[src/rtl/gas_pkg.sv]
// Package: mode and turn codes, and register indexes for the gate approach sequencer.
package gas_pkg;

    typedef enum logic [1:0] {
        MODE_SEARCH = 2'd0,
        MODE_ALIGN  = 2'd1,
        MODE_FLY    = 2'd2,
        MODE_BLIND  = 2'd3
    } t_mode;

    typedef enum logic [2:0] {
        TURN_NONE        = 3'd0,
        TURN_SEARCH      = 3'd1,
        TURN_ALIGN_LEFT  = 3'd2,
        TURN_ALIGN_RIGHT = 3'd3,
        TURN_FLY_LEFT    = 3'd4,
        TURN_FLY_RIGHT   = 3'd5
    } t_turn;

    localparam logic OP_MESSAGE = 1'b0;
    localparam logic OP_TICK    = 1'b1;

    localparam int CFG_IDX_W  = 3;
    localparam int CFG_DATA_W = 16;

    typedef logic [CFG_IDX_W-1:0] t_cfg_idx;

    localparam t_cfg_idx CFG_ALIGN_TOL   = 3'd0;
    localparam t_cfg_idx CFG_MAX_AGE     = 3'd1;
    localparam t_cfg_idx CFG_APPROACH    = 3'd2;
    localparam t_cfg_idx CFG_CENTERED    = 3'd3;
    localparam t_cfg_idx CFG_CORR_STRIDE = 3'd4;
    localparam t_cfg_idx CFG_BLIND       = 3'd5;

    localparam logic [14:0] RST_ALIGN_TOL   = 15'd10;
    localparam logic [15:0] RST_MAX_AGE     = 16'd3;
    localparam logic [15:0] RST_APPROACH    = 16'd8;
    localparam logic [15:0] RST_CENTERED    = 16'd3;
    localparam logic [15:0] RST_CORR_STRIDE = 16'd1;
    localparam logic [7:0]  RST_BLIND       = 8'd10;

    localparam logic [15:0] SAT16 = 16'hFFFF;

endpackage

[src/rtl/gate_approach_sequencer_core.sv]
// Gate approach sequencer: message/tick step logic, state and result register.
//
//  channel  | direction | handshake                  | payload
//  ---------+-----------+----------------------------+----------------------------------
//  in       | input     | i_in_valid / o_in_stall    | opcode, in_flight, pixel_x,
//           |           |                            | image_width, quality
//  out      | output    | o_out_valid / i_out_stall  | mode, turn_command, advance,
//           |           |                            | error_x, gate_good
//  cfg      | input     | i_cfg_we                   | i_cfg_index, i_cfg_data
//
// One beat in, one beat out; the step is computed in the accepting cycle and the
// result appears in the output register on the next cycle (rate 1/cycle while the output is not stalled).
// A new beat is accepted whenever the output register is empty or is being taken.
// Synchronous active-low reset returns config, state and output valid to defaults; output payload is not reset.
// An output stall holds the result and stalls the input only while the result waits.
module gate_approach_sequencer_core
    import gas_pkg::*;
(
    input  logic                  i_clk,
    input  logic                  i_rst_n,

    input  logic                  i_in_valid,
    output logic                  o_in_stall,
    input  logic                  i_opcode,
    input  logic                  i_in_flight,
    input  logic signed [15:0]    i_pixel_x,
    input  logic signed [15:0]    i_image_width,
    input  logic signed [31:0]    i_quality,

    output logic                  o_out_valid,
    input  logic                  i_out_stall,
    output logic [1:0]            o_mode,
    output logic [2:0]            o_turn_command,
    output logic                  o_advance,
    output logic signed [15:0]    o_error_x,
    output logic                  o_gate_good,

    input  logic                  i_cfg_we,
    input  logic [CFG_IDX_W-1:0]  i_cfg_index,
    input  logic [CFG_DATA_W-1:0] i_cfg_data
);

    logic [14:0] r_align_tol;
    logic [15:0] r_max_age;
    logic [15:0] r_approach;
    logic [15:0] r_centered;
    logic [15:0] r_corr_stride;
    logic [7:0]  r_blind_ticks;

    t_mode              r_mode,        n_mode;
    logic [31:0]        r_tick_cnt,    n_tick_cnt;
    logic [31:0]        r_msg_cnt,     n_msg_cnt;
    logic [31:0]        r_last_msg,    n_last_msg;
    logic [31:0]        r_last_corr,   n_last_corr;
    logic [15:0]        r_fly_good,    n_fly_good;
    logic [15:0]        r_fly_cent,    n_fly_cent;
    logic [7:0]         r_blind_rem,   n_blind_rem;
    logic               r_gate_seen,   n_gate_seen;
    logic               r_geom_ok,     n_geom_ok;
    logic signed [15:0] r_gate_x,      n_gate_x;
    logic signed [15:0] r_width,       n_width;

    logic               r_out_valid;
    t_mode              r_out_mode;
    t_turn              r_out_turn,    n_turn;
    logic               r_out_adv,     n_adv;
    logic signed [15:0] r_out_err,     n_err;
    logic               r_out_good,    n_good;

    logic               accept;
    logic               seen;
    logic               ok;
    logic [31:0]        age;
    logic               good_now;
    logic signed [16:0] err_full;
    logic signed [16:0] tol;
    logic               err_low;
    logic               err_high;
    logic [15:0]        fg_inc;
    logic [15:0]        fc_inc;
    logic [7:0]         br_dec;

    assign o_in_stall = r_out_valid && i_out_stall;
    assign accept     = i_in_valid && !o_in_stall;

    assign tol      = $signed({2'b00, r_align_tol});
    assign err_full = r_geom_ok ? ($signed({r_gate_x[15], r_gate_x})
                                   - $signed({2'b00, r_width[15:1]})) : 17'sd0;
    assign err_low  = err_full < -tol;
    assign err_high = err_full > tol;

    always_comb begin
        n_mode      = r_mode;
        n_tick_cnt  = r_tick_cnt;
        n_msg_cnt   = r_msg_cnt;
        n_last_msg  = r_last_msg;
        n_last_corr = r_last_corr;
        n_fly_good  = r_fly_good;
        n_fly_cent  = r_fly_cent;
        n_blind_rem = r_blind_rem;
        n_gate_seen = r_gate_seen;
        n_geom_ok   = r_geom_ok;
        n_gate_x    = r_gate_x;
        n_width     = r_width;
        n_turn      = TURN_NONE;
        n_adv       = 1'b0;
        n_err       = err_full[15:0];
        n_good      = 1'b0;

        seen   = !i_quality[31] && (i_quality != 32'sd0);
        ok     = (i_image_width > 16'sd1)
                 && !(seen && (i_pixel_x[15] || (i_pixel_x >= i_image_width)));
        fg_inc = (r_fly_good == SAT16) ? SAT16 : r_fly_good + 16'd1;
        fc_inc = (r_fly_cent == SAT16) ? SAT16 : r_fly_cent + 16'd1;
        br_dec = (r_blind_rem != 8'd0) ? r_blind_rem - 8'd1 : 8'd0;

        if (i_opcode == OP_TICK && i_in_flight) begin
            n_tick_cnt = r_tick_cnt + 32'd1;
        end
        age      = n_tick_cnt - r_last_msg;
        good_now = (age <= {16'd0, r_max_age}) && r_geom_ok && r_gate_seen;

        if (i_opcode == OP_MESSAGE) begin
            n_gate_x    = i_pixel_x;
            n_width     = i_image_width;
            n_gate_seen = seen;
            n_geom_ok   = ok;
            n_msg_cnt   = r_msg_cnt + 32'd1;
            n_last_msg  = r_tick_cnt;
            n_good      = ok && seen;
            n_err       = ok ? (i_pixel_x - {1'b0, i_image_width[15:1]}) : 16'sd0;
        end else begin
            n_good = good_now;
            if (i_in_flight) begin
                case (r_mode)
                    MODE_SEARCH: begin
                        n_turn = TURN_SEARCH;
                        if (good_now) begin
                            n_mode = MODE_ALIGN;
                        end
                    end
                    MODE_ALIGN: begin
                        if (!good_now) begin
                            n_fly_cent = 16'd0;
                            n_mode     = MODE_SEARCH;
                        end else if (err_low) begin
                            n_turn = TURN_ALIGN_LEFT;
                        end else if (err_high) begin
                            n_turn = TURN_ALIGN_RIGHT;
                        end else begin
                            n_fly_good  = 16'd0;
                            n_fly_cent  = 16'd0;
                            n_last_corr = r_msg_cnt;
                            n_mode      = MODE_FLY;
                        end
                    end
                    MODE_FLY: begin
                        if (!good_now) begin
                            n_fly_good = 16'd0;
                            n_fly_cent = 16'd0;
                            n_mode     = MODE_SEARCH;
                        end else begin
                            n_fly_good = fg_inc;
                            n_fly_cent = (err_low || err_high) ? 16'd0 : fc_inc;
                            if ((r_msg_cnt - r_last_corr) >= {16'd0, r_corr_stride}) begin
                                if (err_low) begin
                                    n_turn      = TURN_FLY_LEFT;
                                    n_last_corr = r_msg_cnt;
                                end else if (err_high) begin
                                    n_turn      = TURN_FLY_RIGHT;
                                    n_last_corr = r_msg_cnt;
                                end
                            end
                            if (n_fly_good >= r_approach && n_fly_cent >= r_centered) begin
                                n_blind_rem = r_blind_ticks;
                                n_mode      = MODE_BLIND;
                            end else begin
                                n_adv = 1'b1;
                            end
                        end
                    end
                    default: begin
                        n_adv       = 1'b1;
                        n_blind_rem = br_dec;
                        if (br_dec == 8'd0) begin
                            n_fly_good = 16'd0;
                            n_fly_cent = 16'd0;
                            n_mode     = MODE_SEARCH;
                        end
                    end
                endcase
            end
        end
    end

    always_ff @(posedge i_clk) begin
        if (!i_rst_n) begin
            r_align_tol   <= RST_ALIGN_TOL;
            r_max_age     <= RST_MAX_AGE;
            r_approach    <= RST_APPROACH;
            r_centered    <= RST_CENTERED;
            r_corr_stride <= RST_CORR_STRIDE;
            r_blind_ticks <= RST_BLIND;
        end else if (i_cfg_we) begin
            case (i_cfg_index)
                CFG_ALIGN_TOL:   r_align_tol   <= i_cfg_data[14:0];
                CFG_MAX_AGE:     r_max_age     <= i_cfg_data;
                CFG_APPROACH:    r_approach    <= i_cfg_data;
                CFG_CENTERED:    r_centered    <= i_cfg_data;
                CFG_CORR_STRIDE: r_corr_stride <= i_cfg_data;
                CFG_BLIND:       r_blind_ticks <= i_cfg_data[7:0];
                default: ;
            endcase
        end
    end

    always_ff @(posedge i_clk) begin
        if (!i_rst_n) begin
            r_mode      <= MODE_SEARCH;
            r_tick_cnt  <= 32'd0;
            r_msg_cnt   <= 32'd0;
            r_last_msg  <= 32'd0;
            r_last_corr <= 32'd0;
            r_fly_good  <= 16'd0;
            r_fly_cent  <= 16'd0;
            r_blind_rem <= 8'd0;
            r_gate_seen <= 1'b0;
            r_geom_ok   <= 1'b0;
            r_gate_x    <= 16'sd0;
            r_width     <= 16'sd0;
        end else if (accept) begin
            r_mode      <= n_mode;
            r_tick_cnt  <= n_tick_cnt;
            r_msg_cnt   <= n_msg_cnt;
            r_last_msg  <= n_last_msg;
            r_last_corr <= n_last_corr;
            r_fly_good  <= n_fly_good;
            r_fly_cent  <= n_fly_cent;
            r_blind_rem <= n_blind_rem;
            r_gate_seen <= n_gate_seen;
            r_geom_ok   <= n_geom_ok;
            r_gate_x    <= n_gate_x;
            r_width     <= n_width;
        end
    end

    always_ff @(posedge i_clk) begin
        if (!i_rst_n) begin
            r_out_valid <= 1'b0;
        end else if (accept) begin
            r_out_valid <= 1'b1;
        end else if (!i_out_stall) begin
            r_out_valid <= 1'b0;
        end
    end

    always_ff @(posedge i_clk) begin
        if (accept) begin
            r_out_mode <= n_mode;
            r_out_turn <= n_turn;
            r_out_adv  <= n_adv;
            r_out_err  <= n_err;
            r_out_good <= n_good;
        end
    end

    assign o_out_valid    = r_out_valid;
    assign o_mode         = r_out_mode;
    assign o_turn_command = r_out_turn;
    assign o_advance      = r_out_adv;
    assign o_error_x      = r_out_err;
    assign o_gate_good    = r_out_good;

endmodule
[config.mk]
export PLATFORM = sky130hd
export DESIGN_NAME = gate_approach_sequencer_core
export DESIGN_NICKNAME = d
export VERILOG_FILES = /design/src/rtl/gas_pkg.sv /design/src/rtl/gate_approach_sequencer_core.sv
export SDC_FILE = /design/constraint.sdc
export NUM_CORES = 1
export LEC_CHECK = 0
export BUFFER_PORTS_ARGS = -buffer_cell sky130_fd_sc_hd__buf_4
export CAP_MARGIN = 10
export CELL_PAD_IN_SITES_DETAIL_PLACEMENT = 0
export CELL_PAD_IN_SITES_GLOBAL_PLACEMENT = 2
export CORE_AREA = 2 2 250 252
export CTS_CLUSTER_SIZE = 10
export DETAILED_ROUTE_END_ITERATION = 16
export DIE_AREA = 0 0 252 254
export PLACE_DENSITY = 0.89
export SETUP_SLACK_MARGIN = 0.1
export SYNTH_ARGS = -nofsm -noshare
export SYNTH_HDL_FRONTEND = slang
export SYNTH_SLANG_ARGS = --single-unit
[constraint.sdc]
create_clock -name i_clk -period 9.5 [get_ports i_clk]
set_clock_uncertainty 0.05 [all_clocks]
set_input_delay 1.425 -clock i_clk [delete_from_list [all_inputs] [get_ports i_clk]]
set_output_delay 1.425 -clock i_clk [all_outputs]
set_load 0.05 [all_outputs]
-- Word-level counts from Yosys, hierarchy flattened
Cells that the tools add are included.
- order comparisons: 8
- add/sub/neg operators: 10
- bitwise gates (word level): 3
- reduce and logical (&&, ||, !) cells: 35
- mux-type cells: 52
- equality and inequality tests: 19
- operators with widths (kind ; count):
    2-to-1 mux 32 bit ; 8
    2-to-1 mux 16 bit ; 12
    one-hot mux 16 bit (3 select lines) ; 2
    adder 32 x 1 -> 32 bit, second input constant ; 2
    one-hot mux 32 bit (2 select lines) ; 1
    subtractor 32 bit ; 2
    >= comparator 16 bit ; 3
    adder 16 x 1 -> 16 bit, second input constant ; 2
    == test 16 bit, second input constant ; 2
    >= comparator 32 x 16 -> 1 bit ; 1
    <= comparator 32 x 16 -> 1 bit ; 1
    nonzero test 32 bit ; 1
    2-to-1 mux 2 bit ; 12
    2-to-1 mux 8 bit ; 3
    greater-than comparator 17 x 16 -> 1 bit ; 1
    < comparator 17 bit ; 1
    2-to-1 mux 17 bit ; 1
    negator 15 -> 17 bit ; 1
    subtractor 16 x 16 -> 17 bit ; 1
    greater-than comparator 16 x 2 -> 1 bit, second input constant ; 1
    one-hot mux 8 bit (2 select lines) ; 1
    AND reduction 2 bit ; 8
    subtractor 16 x 15 -> 16 bit ; 1
    2-to-1 mux 3 bit ; 4
    28 further kinds ; 55
- bits in registers: 315
- word-level logic and storage cells: 151
- output and inout bits: 25

-- Depth between registers and ports, before layout
Gate-level depths: netlist of the first run.
- word-level depth: 12
- depth in mapped cells: 34

-- Least setup slack after synthesis of the first run
Ideal clock, no wire load.
- path type: in2reg
- from: input i_opcode
- to: register r_last_corr[0]
- required time: 9.354 ns
- stages: 26
- path buffers: 2
- setup time: 0.096 ns
- path slack: 2.333 ns
- arrival time: 7.022 ns
- path through: and3_1 and3_1 nand3_1 nor2_1 nand3_1 xnor2_1 ha_1 or4_1 buf_2 o22a_4 o211a_4 nor2_1 xnor2_1 ha_1 a21oi_1 nand2_1 a2111o_1 a21o_1 a31o_2 a2111o_1 nor4b_1 nand4b_1 a311oi_2 clkbuf_1 nand4_1 o311ai_1
- cells in the longest elaborated chain, start to end: 8
- elaborated cells on any way between the ends: 9
- ends and longest elaborated chain (item ; line ; source):
    start: declaration ; gate_approach_sequencer_core.sv:24 ; input logic i_opcode,
    logical AND 1 bit (*) ; gate_approach_sequencer_core.sv:117 ; if (i_opcode == OP_TICK && i_in_flight) begin
    2-to-1 mux 32 bit (*) ; gate_approach_sequencer_core.sv:117 ;
    net n_tick_cnt[10] ; gate_approach_sequencer_core.sv:51 ; logic [31:0] r_tick_cnt, n_tick_cnt;
    subtractor 32 bit (*) ; gate_approach_sequencer_core.sv:120 ; age = n_tick_cnt - r_last_msg;
    <= comparator 32 x 16 -> 1 bit (*) ; gate_approach_sequencer_core.sv:121 ; good_now = (age <= {16'd0, r_max_age}) && r_geom_ok && r_gate_seen;
    logical AND 1 bit (*) (2 in series) ; gate_approach_sequencer_core.sv:121 ;
    inequality test 2 bit (no line) ; -- ;
    AND reduction 10 bit (no line) (*) ; -- ;
    end signal: assignment ; gate_approach_sequencer_core.sv:236 ; r_last_corr <= n_last_corr;
    end: declaration ; gate_approach_sequencer_core.sv:54 ; logic [31:0] r_last_corr, n_last_corr;
Mark *: on every way through the listed nets, which the timed path passes. The rest lies on a longest branch.
A chain may end at the register's enable or synchronous reset.

-- Worst setup path in the final report of the first run
- from: input i_opcode
- to: register r_last_corr[20]
Same word-level chain as after synthesis.

==> results of run 1 <==
## flip-flops by register name, summed over array words and instances (netlist names), 32 cells and up
register and cells:
r_last_corr 32, r_last_msg 32, r_msg_cnt 32, r_tick_cnt 32
## path summary, 6_finish.rpt
check                                 startpoint          endpoint  slack [ns]  cells after the start
worst max-delay path                    i_opcode   r_last_corr[20]        2.00                     27
worst max register to register       r_gate_x[0]    r_blind_rem[5]        2.08                     33
worst min register to register  r_corr_stride[4]  r_corr_stride[4]        0.41                      2
worst min-delay path            r_corr_stride[4]  r_corr_stride[4]        0.41                      2
## metal layers
layer / up-vias / part of all wire / track usage
met3: 108 / 0.045 / 0.03206
met4: 0 / 0.033 / 0.07844
met2: 367 / 0.46 / 0.3510
met1: 10050 / 0.46 / 0.2659
met5: - / 0 / 0
li1: 10630 / - / -
## power by group through the flow
| stage | Sequential, uW | Combinational, uW | Clock, uW |
|---|---|---|---|
| final | 1380 | 479 | 1490 |
| after global placement | 1400 | 468 | 0 |
| after global routing | 1380 | 528 | 1580 |
| after CTS | 1380 | 478 | 1530 |
| after floorplan | 1420 | 296 | 0 |
| after detailed placement | 1400 | 476 | 0 |
## layout make-up
cell class,instances,area share
Clock buffer,62,0.04499
Multi-Input combinational cell,2323,0.5929
Clock inverter,6,0.003290
Timing Repair Buffer,131,0.03832
Inverter,209,0.03034
Sequential cell,314,0.2520
Tap cell,790,0.03822
## cell families (layout without fill, tap and decap cells)
| group | after synthesis | in the layout |
|---|---|---|
| multiplexers | 43 | 43 |
| flip-flops | 314 | 314 |
| buffers and inverters | 353 | 408 |
| AO/OA/AOI/OAI | 720 | 720 |
| AND/OR/NAND/NOR | 1182 | 1182 |
| XOR/XNOR | 165 | 165 |
| adder cells (fa/ha/maj) | 213 | 213 |
## placed cells by master (no fill, tap or decap), drive strengths merged, types with 8 or more instances in the layout
cell | Yosys | final
nand2 | 552 | 552
dfxtp | 291 | 291
inv | 209 | 211
ha | 209 | 209
a21boi | 159 | 159
nor2 | 136 | 136
a21oi | 131 | 131
buf | 15 | 131
xnor2 | 114 | 114
o21ai | 98 | 98
and2 | 83 | 83
nand4 | 76 | 76
nand3 | 75 | 75
clkbuf | 129 | 62
a21o | 58 | 58
and3 | 56 | 56
xor2 | 51 | 51
nor3 | 45 | 45
mux2i | 41 | 41
or3 | 35 | 35
a41oi | 34 | 34
o311ai | 33 | 33
nor2b | 30 | 30
o21a | 30 | 30
o211ai | 26 | 26
nand2b | 25 | 25
edfxtp | 23 | 23
nor4 | 22 | 22
o31ai | 20 | 20
a31oi | 17 | 17
and4 | 13 | 13
o211a | 13 | 13
o21bai | 10 | 10
a2111oi | 9 | 9
a211oi | 8 | 8
a211o | 8 | 8
## stage by stage
stage,hold WS [ns],util
global placement,0.4021,0.4018
detailed placement,0.4098,0.4018
finish,0.4141,0.4222
CTS,0.4177,0.4222
global route,0.4350,0.4222
floorplan,0.3904,-
## worst max-delay path: stages
cell and delay, ns:
buf_4 0.13, nand2_1 0.25, nor3_1 0.42, and3_1 0.26
and3_1 0.24, nand3_1 0.12, xnor2_1 0.15, ha_1 0.23
or4_1 0.58, o22a_4 0.33, o211a_4 0.16, nor2_1 0.12
xnor2_1 0.15, ha_1 0.29, a21oi_1 0.16, nand2_1 0.07
a2111o_1 0.42, a21o_1 0.16, a31o_2 0.20, a2111o_1 0.27
nor4b_1 0.28, nand4b_1 0.14, buf_4 0.21, nor4_4 0.20
buf_4 0.58, a41oi_1 0.21, o311ai_1 0.13
==> run metrics, run 1 <==
number of buffers inserted to repair setup after CTS=0; final worst path period share=0.7895; number of placed cells counting well taps=3767; grt total ovfl=0; post-synthesis share of cell area spent on and, or, nand and nor gates=0.2429; Net Sw Frac=0.2799; synthesized-area fraction occupied by xor and xnor cells=0.06242; GRT Total Usage=0.2076; maximum number of pins on one net before global-route repair=159; most frequent cell after synthesis=nand2_1; top post-synthesis cells by area=dfxtp_1 (25%), ha_1 (11%), nand2_1 (8.9%); buffer type at the clock tree root=clkbuf_16; share of flip-flops with an asynchronous set or reset=0; combined area of all synthesized cells=23150 um2; initial antenna violation count=0; Peak VDD IR=0.1189 mV; Horiz. Die Dim=252 um; number of synthesized flops with an enable pin=23; Worst Max-Slew Pin Slew=1.145 ns; share of power burned in registers=0.412; cells after synthesis=2990; routed wire length=67000 um; Pwr per Cell Area=129.3 nW/um2; Power, Total=3344 uW; adder and majority cell fraction of the synthesized area=0.1164; relative slew slack=0.2341; I/O Pins=115; portion of synthesized cell area occupied by the leading cell type=0.2516; Setup Crit Path Kind=input port to register; 1st-pass router iterations=5; sw power=936.1 uW; shortest clock period the worst path allows after layout=7.500 ns; estimated wirelength of the detail-placed design=49110 um; outcome=finished, final reports clean; Synthesis Warnings=0; Die Area=64010 um2; Synth Net Count=3293; num rows=91; number of CTS-inserted buffers=40; internal power=2408 uW; maximum fanout encountered on the critical timing path=64; dominant cell type by area after synthesis=dfxtp_1; static power due to leakage=0.01060 uW; via count of the routed design=21150; layout cells sized above 1=0.07028; vias in the first global route=20450; worst endpoint required time=9.93 ns; most used standard cells in the synthesized netlist=nand2_1 (552), dfxtp_1 (291), ha_1 (209), inv_1 (207), a21boi_0 (158); routed via count divided by cell count=5.516; portion of total power attributed to the clock network=0.445; signed area change from the synthesized netlist to the final layout=11.70%; buffers added on ports=114; weighted congestion reported at the end of routability-driven placement=0.8759; area of the placeable core=61260 um2; Setup violations, final=0; portion of netlist area occupied by mux cells=0.01870; post-route antenna net violation count=0; Cell variety after synth=82; worst setup slack after layout=2.000 ns; clock tree from TritonCTS=built; highest attainable clock frequency=0.1333 GHz; starting density of the core=0.3780; count of H-tree levels built during CTS=2; dominant combinational cell family by area after synthesis=simple AND/OR/NAND/NOR gates; placed instance area=24610 um2; max capacitance violation total=0; first-pass GRT wire length=108100 um; WP data arrival=7.93 ns; Inserted Diodes=0; Setup TNS Final=0 ns; number of DRC violations after detailed routing=0; combined area of the multi-input logic cells=15330 um2; maximum clock insertion buffer count=3; later-pin clock latency in the skew report=0.58 ns; Design Area, Final=25860 um2; RSZ-0062 raised after global routing=no; compound-cell area share of the yosys netlist=0.2203; post_cts resized=0; Filler Cells Inserted=6209; Final Instance Count excl. Fillers=3835; prevailing post-synth register cell=dfxtp_1; # nets final=3322; proportion of synthesized chip area in sequential cells=0.2815; Detailed Route Iter0 Violations=1112; number of clock sinks=314; CP Capture Type=register; Synth Register Bits=314; type of element launching the critical path=input port; relative contribution of combinational cells to total power=0.143; worst min path class=register to register; die span in y=254 um; routed length per placed instance=17.47 um; worst slack, placed=1.477 ns; CTS clk-pin slew, worst paths=0.05 ns; average footprint of a synthesized cell=7.743 um2; number of endpoints with negative hold slack in the final report=0; cts hold-fix bufs=0; Max Slew Vio Count=0; storage element area=6516 um2
(Power assumes the default switching activity.)
==> run 2, diff against run 1 <==
- clock period: 9.5 -> 7.3 ns (I/O delays scaled with it)
==> run metrics, run 2 (synthesis gave the netlist of run 1 again) <==
outcome=finished, final reports clean; clock tree from TritonCTS=built; post-layout util=0.4268; highest attainable clock frequency=0.1461 GHz; Final Instance Count excl. Fillers=3860; post-route antenna net violation count=0; number of DRC violations after detailed routing=0; storage element area=6516 um2; most frequent cells in the layout=nand2_1 (551), dfxtp_1 (291), ha_1 (209); I/O Pins=115; number of placed cells counting well taps=3789; maximum number of pins on one net before global-route repair=137; layout cells sized above 1=0.08274; static power due to leakage=0.01077 uW; Filler Cells Inserted=6230; slowest stage cell, crit path=or4_1; CP Capture Type=register; shortest clock period the worst path allows after layout=6.845 ns; hold slack=0.4150 ns; area of the placeable core=61260 um2; Detailed Route Iter0 Violations=1200; number of CTS-inserted buffers=40; most common cell type on the critical path=ha_1; routed wire length=66530 um; maximum fanout encountered on the critical timing path=6; buffer type at the clock tree root=clkbuf_16; first-pass GRT wire length=108500 um; worst slack, placed=-0.08639 ns; RSZ-0062 raised after global routing=no; combined area of the multi-input logic cells=15430 um2; die span in y=254 um; routed via count divided by cell count=5.484; via count of the routed design=21170; GRT Total Usage=0.2065; worst min path class=register to register; Max Slew Vio Count=0; buffers added on ports=114; starting density of the core=0.3780; number of endpoints with negative hold slack in the final report=0; cts hold-fix bufs=0; weighted congestion reported at the end of routability-driven placement=0.8746; Inserted Diodes=0; relative slew slack=0.2559; Peak VDD IR=0.1327 mV; Horiz. Die Dim=252 um; max capacitance violation total=0; final worst path period share=0.9376; estimated wirelength of the detail-placed design=49420 um; maximum clock insertion buffer count=3; later-pin clock latency in the skew report=0.56 ns; Die Area=64010 um2; signed area change from the synthesized netlist to the final layout=12.91%; count of H-tree levels built during CTS=2; initial antenna violation count=0; # nets final=3350; vias in the first global route=20550; 1st-pass router iterations=5; number of clock sinks=314; WP data arrival=7.24 ns; CTS clk-pin slew, worst paths=0.06 ns; Setup violations, final=0; type of element launching the critical path=register; grt total ovfl=0; Pwr per Cell Area=164.7 nW/um2; num rows=91; Worst Max-Slew Pin Slew=1.113 ns; Setup Crit Path Kind=register to register; leading cell type in the layout, fill and taps excluded=nand2_1; worst setup slack after layout=0.4552 ns; Power, Total=4306 uW; routed length per placed instance=17.23 um; longest individual stage delay on the worst path=0.55 ns; worst endpoint required time=7.70 ns
[run 2: cell type report]
cell class / instances / share of cell area
Clock buffer: 59 / 0.04413
Clock inverter: 6 / 0.001532
Inverter: 209 / 0.03001
Multi-Input combinational cell: 2324 / 0.5901
Sequential cell: 314 / 0.2493
Tap cell: 790 / 0.03781
Timing Repair Buffer: 158 / 0.04714
[run 2: final timing paths]
kind                          to  slack (ns)  depth (start not counted)           start
setup / recovery  r_blind_rem[1]        0.46                         32      r_width[5]
hold / removal    r_last_msg[30]        0.42                          2  r_last_msg[30]
setup reg to reg  r_blind_rem[1]        0.46                         32      r_width[5]
hold reg to reg   r_last_msg[30]        0.42                          2  r_last_msg[30]
[run 2: repair_timing]
item                                    4_1_cts  5_1_grt
gates resized for setup                       3       17
buffers inserted                              0        4
gates cloned                                  0        2
pin swaps                                     0        9
endpoints found under the setup margin        8        9
[run 2: critical path: cells and delay by family, from the launching register on]
kind                       cells  cell delay, ns
AOI/OAI and AO/OA             16            2.80
and+or+nand+nor                9            2.18
adders and majority gates      3            0.91
DFF                            1            0.33
buffers and inverters          3            0.30
xor gates and xnor gates       1            0.16
[run 2: routing by layer]
layer	share of wire	global-route usage	vias to the layer above
li1	-	-	10690
met1	0.48	0.2698	10070
met2	0.47	0.3543	310
met3	0.028	0.02489	101
met4	0.026	0.06475	0
met5	0	0	-
[run 2: stage by stage]
step	TNS, ns	cell area, um2
3_5_place_dp	-0.1719	24820
2_1_floorplan	0	23150
6_report	0	26140
3_3_place_gp	0	24820
4_1_cts	0	26020
5_1_grt	0	26140
[run 2: report_power, final]
group | switching (uW) | leakage [uW] | internal, uW
clock | 775 | 0.000583 | 1080
combinational | 401 | 0.00760 | 257
sequential | 21.5 | 0.00258 | 1770
==> run 3, diff against run 2 <==
- CORE_AREA: 2 2 250 252 -> 2 2 302 304
- DIE_AREA: 0 0 252 254 -> 0 0 304 306
- PLACE_DENSITY: 0.89 -> default
- PLACE_DENSITY_LB_ADDON: default -> 0.1
- clock period: 7.3 -> 8.4 ns (I/O delays scaled with it)
==> run metrics, run 3 (synthesis gave the netlist of run 1 again) <==
post-layout util=0.2968; number of endpoints with negative hold slack in the final report=0; Worst Max-Slew Pin Slew=1.018 ns; buffer type at the clock tree root=clkbuf_16; number of clock sinks=314; final worst path period share=0.9248; RSZ-0062 raised after global routing=no; layout cells sized above 1=0.07735; Setup violations, final=0; max capacitance violation total=0; relative slew slack=0.3216; later-pin clock latency in the skew report=0.60 ns; routed wire length=76520 um; weighted congestion reported at the end of routability-driven placement=0.8241; type of element launching the critical path=register; Pwr per Cell Area=148.5 nW/um2; signed area change from the synthesized netlist to the final layout=14.85%; num rows=110; worst setup slack after layout=0.6315 ns; worst min path class=register to register; starting density of the core=0.2584; Filler Cells Inserted=9608; die span in y=306 um; vias in the first global route=20940; combined area of the multi-input logic cells=15350 um2; 1st-pass router iterations=5; I/O Pins=115; storage element area=6516 um2; static power due to leakage=0.01072 uW; shortest clock period the worst path allows after layout=7.768 ns; Peak VDD IR=0.1212 mV; post-route antenna net violation count=0; worst endpoint required time=8.84 ns; CP Capture Type=register; grt total ovfl=0; WP data arrival=8.21 ns; buffers added on ports=114; number of placed cells counting well taps=4161; worst slack, placed=-0.01771 ns; number of DRC violations after detailed routing=0; initial antenna violation count=1; maximum fanout encountered on the critical timing path=20; count of H-tree levels built during CTS=2; clock tree from TritonCTS=built; Horiz. Die Dim=304 um; Final Instance Count excl. Fillers=4240; via count of the routed design=21010; maximum clock insertion buffer count=3; leading cell type in the layout, fill and taps excluded=nand2_1; Inserted Diodes=0; Setup Crit Path Kind=register to register; outcome=finished, final reports clean; maximum number of pins on one net before global-route repair=107; number of CTS-inserted buffers=44; # nets final=3334; GRT Total Usage=0.1614; most frequent cells in the layout=nand2_1 (551), dfxtp_1 (291), ha_1 (209); estimated wirelength of the detail-placed design=56180 um; area of the placeable core=89600 um2; Die Area=93020 um2; Max Slew Vio Count=0; CTS clk-pin slew, worst paths=0.05 ns; routed via count divided by cell count=4.954; first-pass GRT wire length=120200 um; routed length per placed instance=18.05 um; Setup TNS Final=0 ns; highest attainable clock frequency=0.1287 GHz; slowest stage cell, crit path=or4_1; longest individual stage delay on the worst path=0.56 ns; Detailed Route Iter0 Violations=859
==> run 3: power breakdown <==
| group | leakage, uW | total (uW) | internal, uW | switching (uW) |
|---|---|---|---|---|
| sequential | 0.00258 | 1560 | 1540 | 19.8 |
| clock | 0.000683 | 1830 | 1070 | 765 |
| combinational | 0.00746 | 562 | 209 | 352 |
| total | 0.0107 | 3950 | 2810 | 1140 |
==> run 3: final timing paths <==
path / startpoint / to / slack [ns] / depth (start not counted)
worst max-delay path: r_gate_x[0] / r_blind_rem[5] / 0.63 / 33
worst min-delay path: r_approach[10] / r_approach[10] / 0.41 / 2
worst max register to register: r_gate_x[0] / r_blind_rem[5] / 0.63 / 33
worst min register to register: r_approach[10] / r_approach[10] / 0.41 / 2
==> run 3: metal layers <==
metal  vias to the layer above  routed length [um]  GRT usage
met2                       285               35410     0.2745
li1                      10670                   -          -
met5                         -                   0          0
met4                         0                1651    0.04281
met1                      9952               36910     0.2131
met3                        99                2551    0.02274
==> run 3: area by class of cell <==
cell class / instances / share of cell area
sequential: 314 / 0.2451
timing repair buffer: 139 / 0.04047
clock inverter: 10 / 0.003106
inverter: 209 / 0.02950
tap: 1176 / 0.05534
multi-input combinational: 2323 / 0.5774
clock buffer: 69 / 0.04908
==> run 3: worst max-delay path: cells and delay by family (launching register included) <==
family          cells  cell delay (ns)
simple gates        7             1.95
xor+xnor            1             0.12
compound gates     19             3.64
flops               1             0.33
buf+inv             2             0.30
fa+ha+maj           4             1.26
==> run 3: timing repair <==
item                                    CTS  global route
hold buffers                              0             0
endpoints found under the setup margin    8             8
buffers inserted                          0             0
gates resized for setup                   2             4
==> run 3: through the flow <==
stage          instance area, um2  hold WS, ns  total power [uW]
2_1_floorplan               23150       0.3904              1942
3_3_place_gp                25170       0.4003              2148
3_5_place_dp                25180       0.4086              2150
4_1_cts                     26580       0.4164              4046
5_1_grt                     26590       0.4293              4151
6_report                    26590       0.4124              3949
